===== src/rtl/tds_pkg.sv =====
// tds_pkg: shared types and constants for the table derivative stencil
// used by tds_stencil, tds_scale and table_derivative_stencil; no dependencies
package tds_pkg;

  // default widths of the sample path
  localparam int SAMPLE_WIDTH_DEF = 32;
  localparam int FRAC_BITS_DEF    = 16;

  // fixed widths of the result and the step register
  localparam int SLOPE_W = 32;
  localparam int STEP_W  = 32;
  localparam int CNT_W   = 3;

  localparam logic [STEP_W-1:0] INV_STEP_RESET = 32'd65536;
  localparam logic [CNT_W-1:0]  CNT_SAT        = 3'd5;
  localparam logic [CNT_W-1:0]  CNT_FIRST_OUT  = 3'd3;
  localparam logic [CNT_W-1:0]  CNT_FULL       = 3'd4;

  // divide by three: q = (v * DIV3_MAGIC) >> DIV3_SHIFT, exact for v below 2^33
  localparam int              DIV3_IN_W  = 33;
  localparam int              DIV3_SHIFT = 33;
  localparam logic [31:0]     DIV3_MAGIC = 32'hAAAA_AAAB;

  // saturation thresholds on the value ahead of the divide by three
  localparam int              THR_W   = 34;
  localparam logic [THR_W-1:0] THR_POS = 34'h1_8000_0000;
  localparam logic [THR_W-1:0] THR_NEG = 34'h1_8000_0003;

  localparam logic [SLOPE_W-1:0] SLOPE_MAX = 32'h7FFF_FFFF;
  localparam logic [SLOPE_W-1:0] SLOPE_MIN = 32'h8000_0000;

  // kind of derivative computed for one result item
  typedef enum logic [2:0] {
    JOB_FWD,
    JOB_CEN,
    JOB_BK3,
    JOB_BK4,
    JOB_SHORT
  } job_e;

  // control that travels with an item through the scaling pipeline
  typedef struct packed {
    logic is12;
    logic eor;
    logic sr;
  } tag_t;

  // results still owed for the current window
  typedef struct packed {
    logic shrt;
    logic fwd;
    logic cen;
    logic bk3;
    logic bk4;
  } pend_t;

endpackage


===== src/rtl/tds_stencil.sv =====
// tds_stencil: weighted sum of the five window cells for one result kind
// depends on tds_pkg (job_e, tag_t)
module tds_stencil #(
  parameter int SAMPLE_WIDTH = tds_pkg::SAMPLE_WIDTH_DEF
) (
  input  logic signed [SAMPLE_WIDTH-1:0] w0_i,
  input  logic signed [SAMPLE_WIDTH-1:0] w1_i,
  input  logic signed [SAMPLE_WIDTH-1:0] w2_i,
  input  logic signed [SAMPLE_WIDTH-1:0] w3_i,
  input  logic signed [SAMPLE_WIDTH-1:0] w4_i,
  input  tds_pkg::job_e                  kind_i,
  output logic signed [SAMPLE_WIDTH+5:0] sum_o,
  output tds_pkg::tag_t                  tag_o
);
  import tds_pkg::*;

  localparam int SUM_W = SAMPLE_WIDTH + 6;

  localparam logic signed [SUM_W-1:0] C2  = SUM_W'(2);
  localparam logic signed [SUM_W-1:0] C8  = SUM_W'(8);
  localparam logic signed [SUM_W-1:0] C9  = SUM_W'(9);
  localparam logic signed [SUM_W-1:0] C11 = SUM_W'(11);
  localparam logic signed [SUM_W-1:0] C18 = SUM_W'(18);

  logic signed [SUM_W-1:0] e0, e1, e2, e3, e4;

  assign e0 = SUM_W'(w0_i);
  assign e1 = SUM_W'(w1_i);
  assign e2 = SUM_W'(w2_i);
  assign e3 = SUM_W'(w3_i);
  assign e4 = SUM_W'(w4_i);

  // stencil weights, w4 is the newest sample
  always_comb begin
    sum_o = '0;
    tag_o = '{is12: 1'b0, eor: 1'b0, sr: 1'b0};
    unique case (kind_i)
      JOB_FWD: sum_o = C18 * e2 + C2 * e4 - C11 * e1 - C9 * e3;
      JOB_CEN: begin
        sum_o      = e0 + C8 * e3 - C8 * e1 - e4;
        tag_o.is12 = 1'b1;
      end
      JOB_BK3: sum_o = C11 * e3 + C9 * e1 - C18 * e2 - C2 * e0;
      JOB_BK4: begin
        sum_o     = C11 * e4 + C9 * e2 - C18 * e3 - C2 * e1;
        tag_o.eor = 1'b1;
      end
      JOB_SHORT: begin
        sum_o     = '0;
        tag_o.eor = 1'b1;
        tag_o.sr  = 1'b1;
      end
      default: sum_o = '0;
    endcase
  end

endmodule


===== config.mk =====
export PLATFORM = sky130hd
export DESIGN_NAME = tds_stencil
export DESIGN_NICKNAME = d
export VERILOG_FILES = /design/src/rtl/tds_pkg.sv /design/src/rtl/tds_stencil.sv
export SDC_FILE = /design/constraint.sdc
export NUM_CORES = 2
export LEC_CHECK = 0
export BUFFER_PORTS_ARGS = -buffer_cell sky130_fd_sc_hd__buf_4
export CAP_MARGIN = 20
export CORE_MARGIN = 3
export CORE_UTILIZATION = 50
export DETAILED_ROUTE_END_ITERATION = 7
export GPL_TIMING_DRIVEN = 0
export PLACE_DENSITY = 0.7
export SYNTH_ARGS = -nofsm -noshare
export SYNTH_HDL_FRONTEND = slang
export SYNTH_SLANG_ARGS = --single-unit

===== constraint.sdc =====
create_clock -name vclk -period 8.3
set_input_delay 0.83 -clock vclk [all_inputs]
set_output_delay 0.83 -clock vclk [all_outputs]
set_load 0.05 [all_outputs]

# After elaboration in Yosys (flattened, before gate mapping)
# Index checks and enable logic that the tools add are counted.
# classes
n_reduce_logical	2
div	0
multipliers	8
shift	0
muxes	4
eq_ne	4
n_lt_le_gt_ge	0
add_sub_neg	12
bitwise	0
# ops
cell	count
5-bit by 32-bit multiplier with 37-bit output, first input constant	8
38-bit one-hot mux with 4 select lines	1
37-bit by 37-bit adder with 38-bit output	2
38-bit by 33-bit subtractor with 38-bit output	2
38-bit by 37-bit subtractor with 38-bit output	2
38-bit subtractor	2
38-bit by 33-bit adder with 38-bit output	1
37-bit by 32-bit subtractor with 38-bit output	1
36-bit by 35-bit subtractor with 37-bit output	1
32-bit by 35-bit adder with 36-bit output	1
3-bit by 2-bit equality test with 1-bit output, second input constant	2
3-bit by 1-bit equality test with 1-bit output, second input constant	1
3-bit equality test, second input constant	1
3-bit logical NOT	1
1-bit two-way mux	3
2-bit OR reduction	1
# totals
latch_bits	0
mem_bits_ro	0
output_inout_bits	41
ff_bits	0
elab_cells	30
mem_count	0
ram_bits	0

# Longest topological paths before layout
# logic_depth
depth_word	5
ltp_mapped	32

# Worst setup path after synthesis
# No wires, ideal clock.
# synth_path
kind	input -> output
start	in w2_i[1]
end	out sum_o[32]
path_buffers	0
path_slack_ps	-946
t_arrival_ps	8416
path_stages	30
path_cell_list	ha_1 ha_1 fa_1 a211oi_1 o21bai_1 o21ai_0 nor2b_1 o21ai_0 nand2b_1 a21o_1 a21o_1 a31oi_1 xor2_1 ha_1 fa_1 inv_1 fa_1 fa_1 inv_1 fa_1 ha_1 and4_1 nand2_1 a2111oi_0 o32ai_1 o21ai_0 a21oi_1 xor2_1 mux4_2 nor2_1
# synth_between
elab_chain_cells	5
elab_cells_between_ends	11
cone_classes	add/sub: 8; mul: 2; mux: 1
# synth_rtl
element	line	source
start: declaration	tds_stencil.sv:8	input logic signed [SAMPLE_WIDTH-1:0] w2_i,
5-bit by 32-bit multiplier with 37-bit output	tds_stencil.sv:38, tds_stencil.sv:43, tds_stencil.sv:45	
38-bit by 33-bit adder with 38-bit output or 37-bit by 37-bit adder with 38-bit output (tied branches)	tds_stencil.sv:38, tds_stencil.sv:45	
38-bit by 37-bit subtractor with 38-bit output or 38-bit subtractor (tied branches)	tds_stencil.sv:38, tds_stencil.sv:45	
38-bit by 37-bit subtractor with 38-bit output or 38-bit by 33-bit subtractor with 38-bit output (tied branches)	tds_stencil.sv:38, tds_stencil.sv:45	
38-bit one-hot mux with 4 select lines (*)	tds_stencil.sv:37	unique case (kind_i)
end: declaration	tds_stencil.sv:12	output logic signed [SAMPLE_WIDTH+5:0] sum_o,
# Every way passes the cells marked *; elsewhere a longest branch is shown, timed or not.

# Worst setup path after layout
# layout_path
start	in w2_i[2]
end	out sum_o[37]
# Same word-level chain as after synthesis.

==> metrics.md <==
| Metric | Value |
|---|---|
| Outcome | complete, but fails checks |
| Violated checks | setup timing |
| Top post-synthesis cells by area | fa_1 (36%), ha_1 (27%), inv_1 (12%) |
| Initial antenna violation count | 0 |
| CP Max Fanout | 5 |
| Number of global-route vias before repair | 26,700 |
| RSZ-0062 raised after global routing | yes |
| Core ar. | 62,300 sq um |
| Post-DP Area | 34,600 sq um |
| Drt drc | 0 |
| Antenna Nets Post-Route | 0 |
| Gr ovfl total | 0 |
| CP Class | input port to output port |
| Ant diodes | 0 |
| Seq/Total Area, Yosys | 0 |
| Hold Path Origin | w4_i[0] |
| Max_cap viols | 0 |
| Syn_nets | 4,926 |
| Vias/cell | 5.52 |
| Period minus WS final | 9.14 ns |
| Routed WL | 97.6 mm |
| Worst EP required | 7.47 ns |
| Sum of buffers and inverters on the critical path | 5 |
| RD Place Congestion | 0.978 |
| Post-synthesis average cell area | 9.05 sq um |
| Num rows | 91 |
| Most frequent cells in the layout | inv_1 (988), ha_1 (639), fa_1 (556) |
| Critical path arrival | 8.31 ns |
| Final setup vio count | 21 |
| Synth top area share | 0.357 |
| Reg area | 0 sq um |
| Slew headroom | 0.147 |
| Hold Violations, Final | 0 |
| Most common cell after layout, fill and taps aside | inv_1 |
| Hold path depth | 4 |
| Setup slack after layout | -0.842 ns |
| Largest net degree at the start of global routing | 20 |
| Post-synth top area cell | fa_1 |
| Crit-path slowest cell | fa_1 |
| Slew Limit Fails | 0 |
| Critical Path Start Type | input port |
| Hold Crit Class | input port to output port |
| Syn Inst Count | 3,506 |
| Maximum clock frequency | 109 MHz |
| Ports | 204 |
| First-pass GRT wire length | 149 mm |
| Initial DRC count | 1,790 |
| Area grow syn2layout | 16.4% |
| Finished Layout Cells | 4,628 |
| Hold_buf cts | 0 |
| Netlist cell types | 78 |
| Period utilisation layout | 1.10 |
| Share of cells above drive strength 1 | 0.154 |
| Worst Hold End | sum_o[0] |
| Syn Std Cell Area | 31,700 sq um |
| Layout clock buffers | 0 |
| Starting density of the core | 0.510 |
| Drt first pass iters | 6 |
| Total number of vias | 25,500 |
| CP max stage delay | 0.53 ns |
| Placed cell count | 4,547 |
| Design area | 37,000 sq um |
| Top delay family on crit path | compound AO/OA/AOI/OAI gates |
| Fin nets | 5,213 |
| Pre-CTS setup slack | -1.84 ns |
| FF+latch count | 0 |
| Critical path endpoint category | output port |
| Die width | 258 um |
| Port bufs | 203 |
| YS warnings | 0 |
| Avg WL per Cell | 21.1 um |
| Die Area | 66,500 sq um |
| Tot GR Track Use | 0.291 |
| Cell mode on critical path | fa_1 |
| Post-DP HPWL | 83.0 mm |
| Die height | 258 um |
| Worst-Margin Slew | 1.28 ns |
| Fillers | 5,347 |
==> cells in the mapped netlist, drive strengths merged, types with 5 or more instances <==
| cell | n |
|---|---|
| xor2 | 89 |
| a21o | 77 |
| o31a | 7 |
| and3 | 19 |
| and2 | 8 |
| inv | 996 |
| nor3 | 34 |
| o22ai | 10 |
| a211oi | 28 |
| ha | 691 |
| mux2i | 5 |
| nand3 | 33 |
| a21boi | 5 |
| a22oi | 17 |
| a31oi | 21 |
| nand2 | 103 |
| nor2b | 22 |
| or3 | 17 |
| fa | 566 |
| nor2 | 115 |
| o31ai | 10 |
| a21oi | 181 |
| nand4 | 11 |
| o2111ai | 5 |
| clkbuf | 18 |
| nand2b | 28 |
| a211o | 5 |
| o21bai | 26 |
| o21ai | 105 |
| a221o | 5 |
| xnor2 | 115 |
| or2 | 9 |
| o21a | 29 |
| o211ai | 17 |
| a221oi | 12 |
==> kinds of logic after synthesis <==
kind of cell | count (synthesis) | share of synthesized area
adders and majority gates | 1257 | 0.629
buffers and inverters | 1018 | 0.120
AOI/OAI and AO/OA | 601 | 0.126
and+or+nand+nor | 417 | 0.0635
xor gates and xnor gates | 204 | 0.0565
muxes | 9 | 0.00442
==> final cells by class <==
cell class | count | area [sq um] | share of cell area
repair buffers | 285 | 2310 | 0.0625
inverters | 996 | 3740 | 0.101
plain buffers | 22 | 83.8 | 0.00227
multi-input cells | 2488 | 29800 | 0.806
well taps | 837 | 1050 | 0.0283
==> through the flow <==
| step | util | hold WS (ns) | setup TNS (ns) |
|---|---|---|---|
| after floorplan | - | 2.13 | -0.0768 |
| after global placement | 0.555 | 2.25 | -27.76 |
| after detailed placement | 0.555 | 2.25 | -28.31 |
| after CTS | 0.577 | 2.25 | -12.22 |
| after global routing | 0.593 | 2.29 | -15.05 |
| final | 0.593 | 2.25 | -10.55 |
==> worst min-delay path: cells and delay by family <==
kind	cells	cell delay [ns]
buffers and inverters	2	0.32
adder cells (fa/ha/maj)	1	0.13
AO/OA/AOI/OAI	1	0.14
==> layer usage <==
layer	up-vias	global-route usage	wire length, um
met1	12700	0.393	40600
met3	167	0.0279	6700
met2	910	0.502	47400
met4	0	0.0717	2970
met5	-	0	0
li1	11800	-	-
==> what timing repair did <==
| item | CTS | global route |
|---|---|---|
| setup endpoints to repair | 26 | 26 |
| setup buffers | 55 | 25 |
| pin swaps | 97 | 93 |
| gates resized for setup | 177 | 164 |
==> worst max-delay path by stage <==
stage	start	end	depth (start not counted)
after floorplan	w2_i[1]	sum_o[32]	30
after global placement	w2_i[2]	sum_o[37]	31
after detailed placement	w2_i[2]	sum_o[37]	33
after CTS	w2_i[1]	sum_o[32]	34
after global routing	w2_i[10]	sum_o[37]	34
final	w2_i[2]	sum_o[37]	34
Power is left out: the tool's default activity adds up to more than one toggle a clock period on the data nets, which glitch-free logic cannot reach.
