--- src/rtl/tds_pkg.sv ---
// tds_pkg: shared types and constants for the table derivative stencil
// used by tds_stencil, tds_scale and table_derivative_stencil; no dependencies
package tds_pkg;

  // default widths of the sample path
  localparam int SAMPLE_WIDTH_DEF = 32;
  localparam int FRAC_BITS_DEF    = 16;

  // fixed widths of the result and the step register
  localparam int SLOPE_W = 32;
  localparam int STEP_W  = 32;
  localparam int CNT_W   = 3;

  localparam logic [STEP_W-1:0] INV_STEP_RESET = 32'd65536;
  localparam logic [CNT_W-1:0]  CNT_SAT        = 3'd5;
  localparam logic [CNT_W-1:0]  CNT_FIRST_OUT  = 3'd3;
  localparam logic [CNT_W-1:0]  CNT_FULL       = 3'd4;

  // divide by three: q = (v * DIV3_MAGIC) >> DIV3_SHIFT, exact for v below 2^33
  localparam int              DIV3_IN_W  = 33;
  localparam int              DIV3_SHIFT = 33;
  localparam logic [31:0]     DIV3_MAGIC = 32'hAAAA_AAAB;

  // saturation thresholds on the value ahead of the divide by three
  localparam int              THR_W   = 34;
  localparam logic [THR_W-1:0] THR_POS = 34'h1_8000_0000;
  localparam logic [THR_W-1:0] THR_NEG = 34'h1_8000_0003;

  localparam logic [SLOPE_W-1:0] SLOPE_MAX = 32'h7FFF_FFFF;
  localparam logic [SLOPE_W-1:0] SLOPE_MIN = 32'h8000_0000;

  // kind of derivative computed for one result item
  typedef enum logic [2:0] {
    JOB_FWD,
    JOB_CEN,
    JOB_BK3,
    JOB_BK4,
    JOB_SHORT
  } job_e;

  // control that travels with an item through the scaling pipeline
  typedef struct packed {
    logic is12;
    logic eor;
    logic sr;
  } tag_t;

  // results still owed for the current window
  typedef struct packed {
    logic shrt;
    logic fwd;
    logic cen;
    logic bk3;
    logic bk4;
  } pend_t;

endpackage

--- src/rtl/tds_scale.sv ---
// tds_scale: five-stage pipeline that scales a stencil sum by the reciprocal
// step, divides by 6 or 12 toward zero and saturates; depends on tds_pkg
module tds_scale #(
  parameter int SAMPLE_WIDTH = tds_pkg::SAMPLE_WIDTH_DEF,
  parameter int FRAC_BITS    = tds_pkg::FRAC_BITS_DEF
) (
  input  logic                           clk_i,
  input  logic                           rst_ni,
  input  logic [tds_pkg::STEP_W-1:0]     inv_step_i,
  input  logic                           in_valid_i,
  output logic                           in_ready_o,
  input  logic signed [SAMPLE_WIDTH+5:0] sum_i,
  input  tds_pkg::tag_t                  tag_i,
  output logic                           out_valid_o,
  input  logic                           out_ready_i,
  output logic [tds_pkg::SLOPE_W-1:0]    slope_o,
  output tds_pkg::tag_t                  tag_o
);
  import tds_pkg::*;

  localparam int SUM_W   = SAMPLE_WIDTH + 6;
  localparam int ABS_W   = SAMPLE_WIDTH + 5;
  localparam int HI_W    = (ABS_W > 32) ? ABS_W - 32 : 1;
  localparam int ABS_PAD = 32 + HI_W;
  localparam int PW      = ABS_PAD + STEP_W;
  localparam int VW      = PW - FRAC_BITS - 1;
  localparam int CW      = (VW > THR_W) ? VW : THR_W;
  localparam int DW      = DIV3_IN_W + 32;

  // stage valids and advance enables
  logic [4:0] v_q;
  logic [4:0] en;

  assign en[4]      = !v_q[4] || out_ready_i;
  assign en[3]      = !v_q[3] || en[4];
  assign en[2]      = !v_q[2] || en[3];
  assign en[1]      = !v_q[1] || en[2];
  assign en[0]      = !v_q[0] || en[1];
  assign in_ready_o = en[0];

  always_ff @(posedge clk_i or negedge rst_ni) begin
    if (!rst_ni) begin
      v_q <= '0;
    end else begin
      if (en[0]) v_q[0] <= in_valid_i;
      if (en[1]) v_q[1] <= v_q[0];
      if (en[2]) v_q[2] <= v_q[1];
      if (en[3]) v_q[3] <= v_q[2];
      if (en[4]) v_q[4] <= v_q[3];
    end
  end

  // stage 1: stencil sum
  logic signed [SUM_W-1:0] s1_sum_q;
  tag_t                    s1_tag_q;

  always_ff @(posedge clk_i) begin
    if (en[0]) begin
      s1_sum_q <= sum_i;
      s1_tag_q <= tag_i;
    end
  end

  // magnitude split in two partial products
  logic                 s1_neg;
  logic [SUM_W-1:0]     s1_mag;
  logic [ABS_PAD-1:0]   s1_abs;
  logic [63:0]          plo_d;
  logic [HI_W+31:0]     phi_d;

  assign s1_neg = s1_sum_q[SUM_W-1];
  assign s1_mag = s1_neg ? SUM_W'(-s1_sum_q) : SUM_W'(s1_sum_q);
  assign s1_abs = ABS_PAD'(s1_mag[ABS_W-1:0]);
  assign plo_d  = 64'(s1_abs[31:0]) * 64'(inv_step_i);
  assign phi_d  = (HI_W+32)'(s1_abs[ABS_PAD-1:32]) * (HI_W+32)'(inv_step_i);

  // stage 2: partial products
  logic [63:0]      s2_plo_q;
  logic [HI_W+31:0] s2_phi_q;
  logic             s2_neg_q;
  tag_t             s2_tag_q;

  always_ff @(posedge clk_i) begin
    if (en[1]) begin
      s2_plo_q <= plo_d;
      s2_phi_q <= phi_d;
      s2_neg_q <= s1_neg;
      s2_tag_q <= s1_tag_q;
    end
  end

  // full product, drop fraction and the power of two of the divisor
  logic [PW-1:0]        prod;
  logic [VW-1:0]        vq;
  logic [CW-1:0]        v_ext;
  logic [CW-1:0]        thr;
  logic                 sat_d;

  assign prod  = PW'(s2_plo_q) + {s2_phi_q, 32'b0};
  assign vq    = s2_tag_q.is12 ? VW'(prod >> (FRAC_BITS + 2)) : VW'(prod >> (FRAC_BITS + 1));
  assign v_ext = CW'(vq);
  assign thr   = s2_neg_q ? CW'(THR_NEG) : CW'(THR_POS);
  assign sat_d = v_ext >= thr;

  // stage 3: value ahead of the divide by three
  logic [DIV3_IN_W-1:0] s3_v_q;
  logic                 s3_sat_q;
  logic                 s3_neg_q;
  tag_t                 s3_tag_q;

  always_ff @(posedge clk_i) begin
    if (en[2]) begin
      s3_v_q   <= v_ext[DIV3_IN_W-1:0];
      s3_sat_q <= sat_d;
      s3_neg_q <= s2_neg_q;
      s3_tag_q <= s2_tag_q;
    end
  end

  // divide by three through the reciprocal
  logic [DW-1:0] div_prod;

  assign div_prod = DW'(s3_v_q) * DW'(DIV3_MAGIC);

  // stage 4: quotient
  logic [SLOPE_W-1:0] s4_q_q;
  logic               s4_sat_q;
  logic               s4_neg_q;
  tag_t               s4_tag_q;

  always_ff @(posedge clk_i) begin
    if (en[3]) begin
      s4_q_q   <= div_prod[DIV3_SHIFT+SLOPE_W-1:DIV3_SHIFT];
      s4_sat_q <= s3_sat_q;
      s4_neg_q <= s3_neg_q;
      s4_tag_q <= s3_tag_q;
    end
  end

  // saturate and restore the sign
  logic [SLOPE_W-1:0] mag;
  logic [SLOPE_W-1:0] slope_d;

  assign mag     = s4_sat_q ? (s4_neg_q ? SLOPE_MIN : SLOPE_MAX) : s4_q_q;
  assign slope_d = s4_neg_q ? SLOPE_W'(-mag) : mag;

  // stage 5: output register
  logic [SLOPE_W-1:0] s5_slope_q;
  tag_t               s5_tag_q;

  always_ff @(posedge clk_i) begin
    if (en[4]) begin
      s5_slope_q <= slope_d;
      s5_tag_q   <= s4_tag_q;
    end
  end

  assign out_valid_o = v_q[4];
  assign slope_o     = s5_slope_q;
  assign tag_o       = s5_tag_q;

endmodule

--- config.mk ---
export PLATFORM = sky130hd
export DESIGN_NAME = tds_scale
export DESIGN_NICKNAME = d
export VERILOG_FILES = /design/src/rtl/tds_pkg.sv /design/src/rtl/tds_scale.sv
export SDC_FILE = /design/constraint.sdc
export NUM_CORES = 2
export LEC_CHECK = 0
export BUFFER_PORTS_ARGS = -buffer_cell sky130_fd_sc_hd__buf_2
export CAP_MARGIN = 20
export CORE_MARGIN = 2
export CORE_UTILIZATION = 30
export CTS_CLUSTER_DIAMETER = 80
export CTS_CLUSTER_SIZE = 10
export DETAILED_ROUTE_END_ITERATION = 7
export PLACE_DENSITY_LB_ADDON = 0.2
export SLEW_MARGIN = 25
export SYNTH_ARGS = -nofsm -noshare
export SYNTH_HDL_FRONTEND = slang
export SYNTH_SLANG_ARGS = --single-unit
export TNS_END_PERCENT = 20
--- constraint.sdc ---
create_clock -name clk_i -period 10 [get_ports clk_i]
set_input_delay 1 -clock clk_i [delete_from_list [all_inputs] [get_ports clk_i]]
set_output_delay 1 -clock clk_i [all_outputs]
set_load 0.01 [all_outputs]
# After elaboration in Yosys (flattened, before gate mapping)
# Index checks and enable logic that the tools add are counted.
# op_classes
magnitude_cmp	1
muxes	6
n_mul	3
addsub	3
reduce_logical	10
# ops
cell	count
$mux W32	3
$add A64 B69 Y69	1
$mul A33 B32 Y65 const B	1
$mul A32 B32 Y64	1
$ge A52 B33 Y1	1
$mux W52	1
$mul A5 B32 Y37	1
$mux W37	1
$neg A37 Y37	1
$neg A32 Y32	1
$logic_not A1 Y1	5
$logic_or A1 B1 Y1	5
$mux W2	1
# totals
wordCells	54
out_inout_bits	37
inputBits	77
regBits	261

# Logic depth before layout (Yosys ltp)
# logic_depth
ltp_word	6
mapped_depth	40
ltp_nobuf	37

# Worst setup path before layout
# No wires, ideal clock.
# synth_path
path_type	reg-to-reg
startpoint	register s1_sum_q[0]
endpoint	register s2_plo_q[54] (data pin)
setup_time_ps	267
path_slack_ps	820
path_buffers	2
t_arrival_ps	8913
synth_period_minus_slack_ps	9180
path_stages_with_launch	33
required_ps	9733
cell_sequence	edfxtp_1 clkbuf_1 inv_1 ha_1 nand2_1 or4_1 or4_1 o31ai_1 xnor2_1 clkbuf_1 and2_1 fa_1 fa_1 inv_1 fa_1 inv_1 fa_1 inv_1 fa_1 inv_1 fa_1 fa_1 fa_1 ha_1 nand4_1 or3_1 a311o_1 a21oi_1 a31oi_1 o31a_1 o21bai_1 a21boi_1 xnor2_1
# synth_via
elab_chain_len	3
# synth_lines
item	line	source
start: declaration	tds_scale.sv:54	logic signed [SUM_W-1:0] s1_sum_q;
start signal: assignment	tds_scale.sv:59	s1_sum_q <= sum_i;
$neg A37 Y37	tds_scale.sv:72	assign s1_mag = s1_neg ? SUM_W'(-s1_sum_q) : SUM_W'(s1_sum_q);
$mux W37 *	tds_scale.sv:72	
$mul A32 B32 Y64 *	tds_scale.sv:74	assign plo_d = 64'(s1_abs[31:0]) * 64'(inv_step_i);
via plo_d[54]	tds_scale.sv:68	logic [63:0] plo_d;
end signal: assignment	tds_scale.sv:85	s2_plo_q <= plo_d;
end: declaration	tds_scale.sv:78	logic [63:0] s2_plo_q;
# The timed path passes the listed nets; every way through them passes the cells marked *.
# A chain may end at the register's enable or synchronous reset.

# Worst setup path in the final report
# Ends and elaborated chain as after synthesis.

==> flow_summary_export.csv <==
group,metric,value,unit
timing,slew_viol_final,0,
global_route,track_usage,0.172,
logic_synthesis,yosys_warnings,0,
setup_path,end_kind,"flop",
route,firstDrtPassIters,5,
route,vias,44508,
setup_path,crit_type,"flop to flop",
timing,whs,0.230,ns
logic_synthesis,synth_xor_area_frac,0.0237,
logic_synthesis,syn_avg_cell_area,9.77,µm²
timing,period_needed,9.61,ns
logic_synthesis,synth-async-reset-ratio,0.0205,
setup_path,cp.arrival,9.94,ns
logic_synthesis,syn_nets,8810,
setup_path,critPathLaunchType,"flop",
clocking,cts_hold_buf,0,
worst_hold_path,hold_path_class,"input pin to asynchronous set/reset pin",
timing,worst_pin_slew,1.11,ns
clocking,root_buffer,"clkbuf_16",
setup_path,max_stage_delay,0.57,ns
timing,period_share,0.961,
floorplanning,core_area,217000,µm²
route,remaining_drc_errors,0,
placement,globalplace.congestion,0.890,
timing,setup_viol,0,
setup_path,crit_slowest_cell,"fa_1",
logic_synthesis,synth.area.top_cells,"fa_1, ha_1, edfxtp_1, inv_1, and2_1",
floorplanning,die_w,470,µm
logic_synthesis,synth_area,65100,µm²
logic_synthesis,synth_seq_cells,244,
timing,hold_viol,0,
placement,port-buffer-count,113,
timing,slew_headroom,0.262,
timing,max_freq,0.104,GHz
clocking,cts.sink_count,244,
clocking,clk_transition_reported_paths,0.05,ns
route,dr.first_iter.drc_count,2101,
setup_path,critPathMaxFanout,6,
floorplanning,die_y,470,µm
setup_path,cp_common_cell,"fa_1",
logic_synthesis,synth_top_area_share,0.427,
route,vias_per_cell,4.68,
placement,dp.final_hpwl,158,mm
placement,place_inst,9446,
timing,skew,0.0614,ns
clocking,cts_tree,"yes",
timing,rsz0062_at_grt,"yes",
logic_synthesis,yosys-mux-area-fraction,0.00630,
logic_synthesis,ys_types,86,
route,routed_wl,186,mm
global_route,grt-ovfl-total,0,
global_route,antenna_found_initial,5,
floorplanning,ios,114,
clocking,clock_path_buffers,3,
clocking,cts_made_buffers,34,
clocking,clk_latency,0.61,ns
global_route,grt_pass1_vias,48898,
global_route,grt_pass1_wl,293,mm
logic_synthesis,synthSimpleGateAreaFrac,0.133,
setup_path,critPathRequiredTime,10.33,ns
floorplanning,die_area,221000,µm²
logic_synthesis,ys_seq_area_frac,0.112,
global_route,grt_max_degree,56,
finish,drive_gt1_frac,0.0585,
logic_synthesis,synth_top_family_by_area,"adder cells",
setup_path,cp.buffers_inverters,6,
logic_synthesis,synth_compound_area_frac,0.0614,
placement,post-place-ws,-0.141,ns
logic_synthesis,syn_inst,6662,
finish,syn_to_final_growth,8.63,%
clocking,cts-htree-levels,2,
finish,instances_no_fill,9510,
finish,final_nets,8783,
logic_synthesis,synth_fa_ha_area_frac,0.558,
logic_synthesis,synth-main-ff-cell,"edfxtp_1",
route,drt.antenna.violating_nets,0,
route,wl_per_cell,19.6,µm
logic_synthesis,synth_top_area_cell,"fa_1",
logic_synthesis,synth-edff-count,239,
floorplanning,initial_core_util,0.301,
timing,setup_slack,0.392,ns
status,status,"finished clean",
job,maxCapViolations,0,
floorplanning,row_count,171,
setup_path,critPathTopFamily,"adder cells",
layer usage:
layer / up-vias / global-route usage / wire, µm
met2: 642 / 0.302 / 93800
met1: 23408 / 0.230 / 82600
li1: 20289 / - / -
met3: 169 / 0.0128 / 4840
met5: - / 0 / 0
met4: 0 / 0.0376 / 4730
sequential cells by signal, summed over array words and instances (netlist names), 5 cells and up:
register / count
s2_plo_q: 47
s1_sum_q: 38
s2_phi_q: 37
s3_v_q: 33
s4_q_q: 32
slope_o: 32
v_q: 5
synth_stat cells (7+ instances only):
cell and number:
a211oi_1 18, nor3_1 34, nor2b_1 72, o21a_1 18, mux2_2 20, o31ai_1 19, a21o_1 92, fa_1 1389
nand4_1 32, and2_1 623, o22ai_1 8, and3_1 19, or2_2 11, or4_1 11, o21bai_1 24, o311ai_0 12
xor2_1 49, buf_1 22, ha_1 682, a2111oi_0 7, a31oi_1 20, xnor2_1 127, mux2i_1 17, a21oi_1 184
clkbuf_1 263, edfxtp_1 239, inv_1 1542, nor2_1 116, o211ai_1 12, nand2b_1 31, nor4_1 16, nand3_1 39
or3_1 8, o21ai_0 113, nand2_1 648
path summary, 6_finish.rpt:
check	from	endpoint	slack [ns]	depth (start not counted)
max in group asynchronous	rst_ni	v_q[2]	9.61	1
setup reg to reg	s1_sum_q[0]	s2_plo_q[54]	0.39	31
setup / recovery	s1_sum_q[0]	s2_plo_q[54]	0.39	31
hold reg to reg	s3_tag_q[2]	s4_tag_q[2]	0.40	0
min in group clk_i	s3_tag_q[2]	s4_tag_q[2]	0.40	0
hold / removal	rst_ni	v_q[4]	0.23	1
logic make-up (layout without fill, tap and decap cells):
kind of cell               count (synthesis)  in the layout
adders and majority gates               2071           2071
buffers and inverters                   1832           1825
and+or+nand+nor                         1689           1689
AOI/OAI and AO/OA                        612            612
DFF                                      244            244
xor gates and xnor gates                 176            176
muxes                                     38             38
other                                      0              1
timing repair:
item | CTS | global route
setup endpoints to repair | 4 | 21
resized for setup | 6 | 63
buffers inserted | 0 | 7
pin swaps | 0 | 10
final cells by class:
cell class / instances / area, µm²
antenna: 1 / 2.50
inverter: 1544 / 5800
clock buffer: 47 / 921
multi-input combinational: 4586 / 51500
tap: 2854 / 3570
timing repair buffer: 225 / 1490
clock inverter: 9 / 113
sequential: 244 / 7300
fill: 22615 / 146000
cells in the final DEF (no fill, tap or decap), types with 18 or more instances in the layout:
master     netlist  routed
o21ai_0        113     104
xnor2_2          0      21
and2_1         623     623
nand2_1        648     646
a21oi_1        184     181
o21a_1          18      18
ha_1           682     680
nand4_1         32      32
edfxtp_1       239     239
a31oi_1         20      20
buf_2            1     112
nand3_1         39      38
mux2_2          20      20
inv_1         1542    1542
nand2b_1        31      31
nor3_1          34      33
o21bai_1        24      23
a21o_1          92      92
clkbuf_16        0      35
nor2b_1         72      72
nor2_1         116     115
and3_1          19      19
xnor2_1        127      95
buf_4            0      96
fa_1          1389    1389
xor2_1          49      46
through the flow:
step           TNS (ns)  area [µm²]  utilization
2_1_floorplan         0       65100            -
3_3_place_gp    -0.0993       69200        0.320
3_5_place_dp     -0.156       69300        0.320
4_1_cts               0       70300        0.325
5_1_grt          -0.103       70700        0.327
6_report              0       70700        0.327
Power is not shown: default switching activity piles up to over one toggle a cycle in this logic, so the estimate is an artifact.
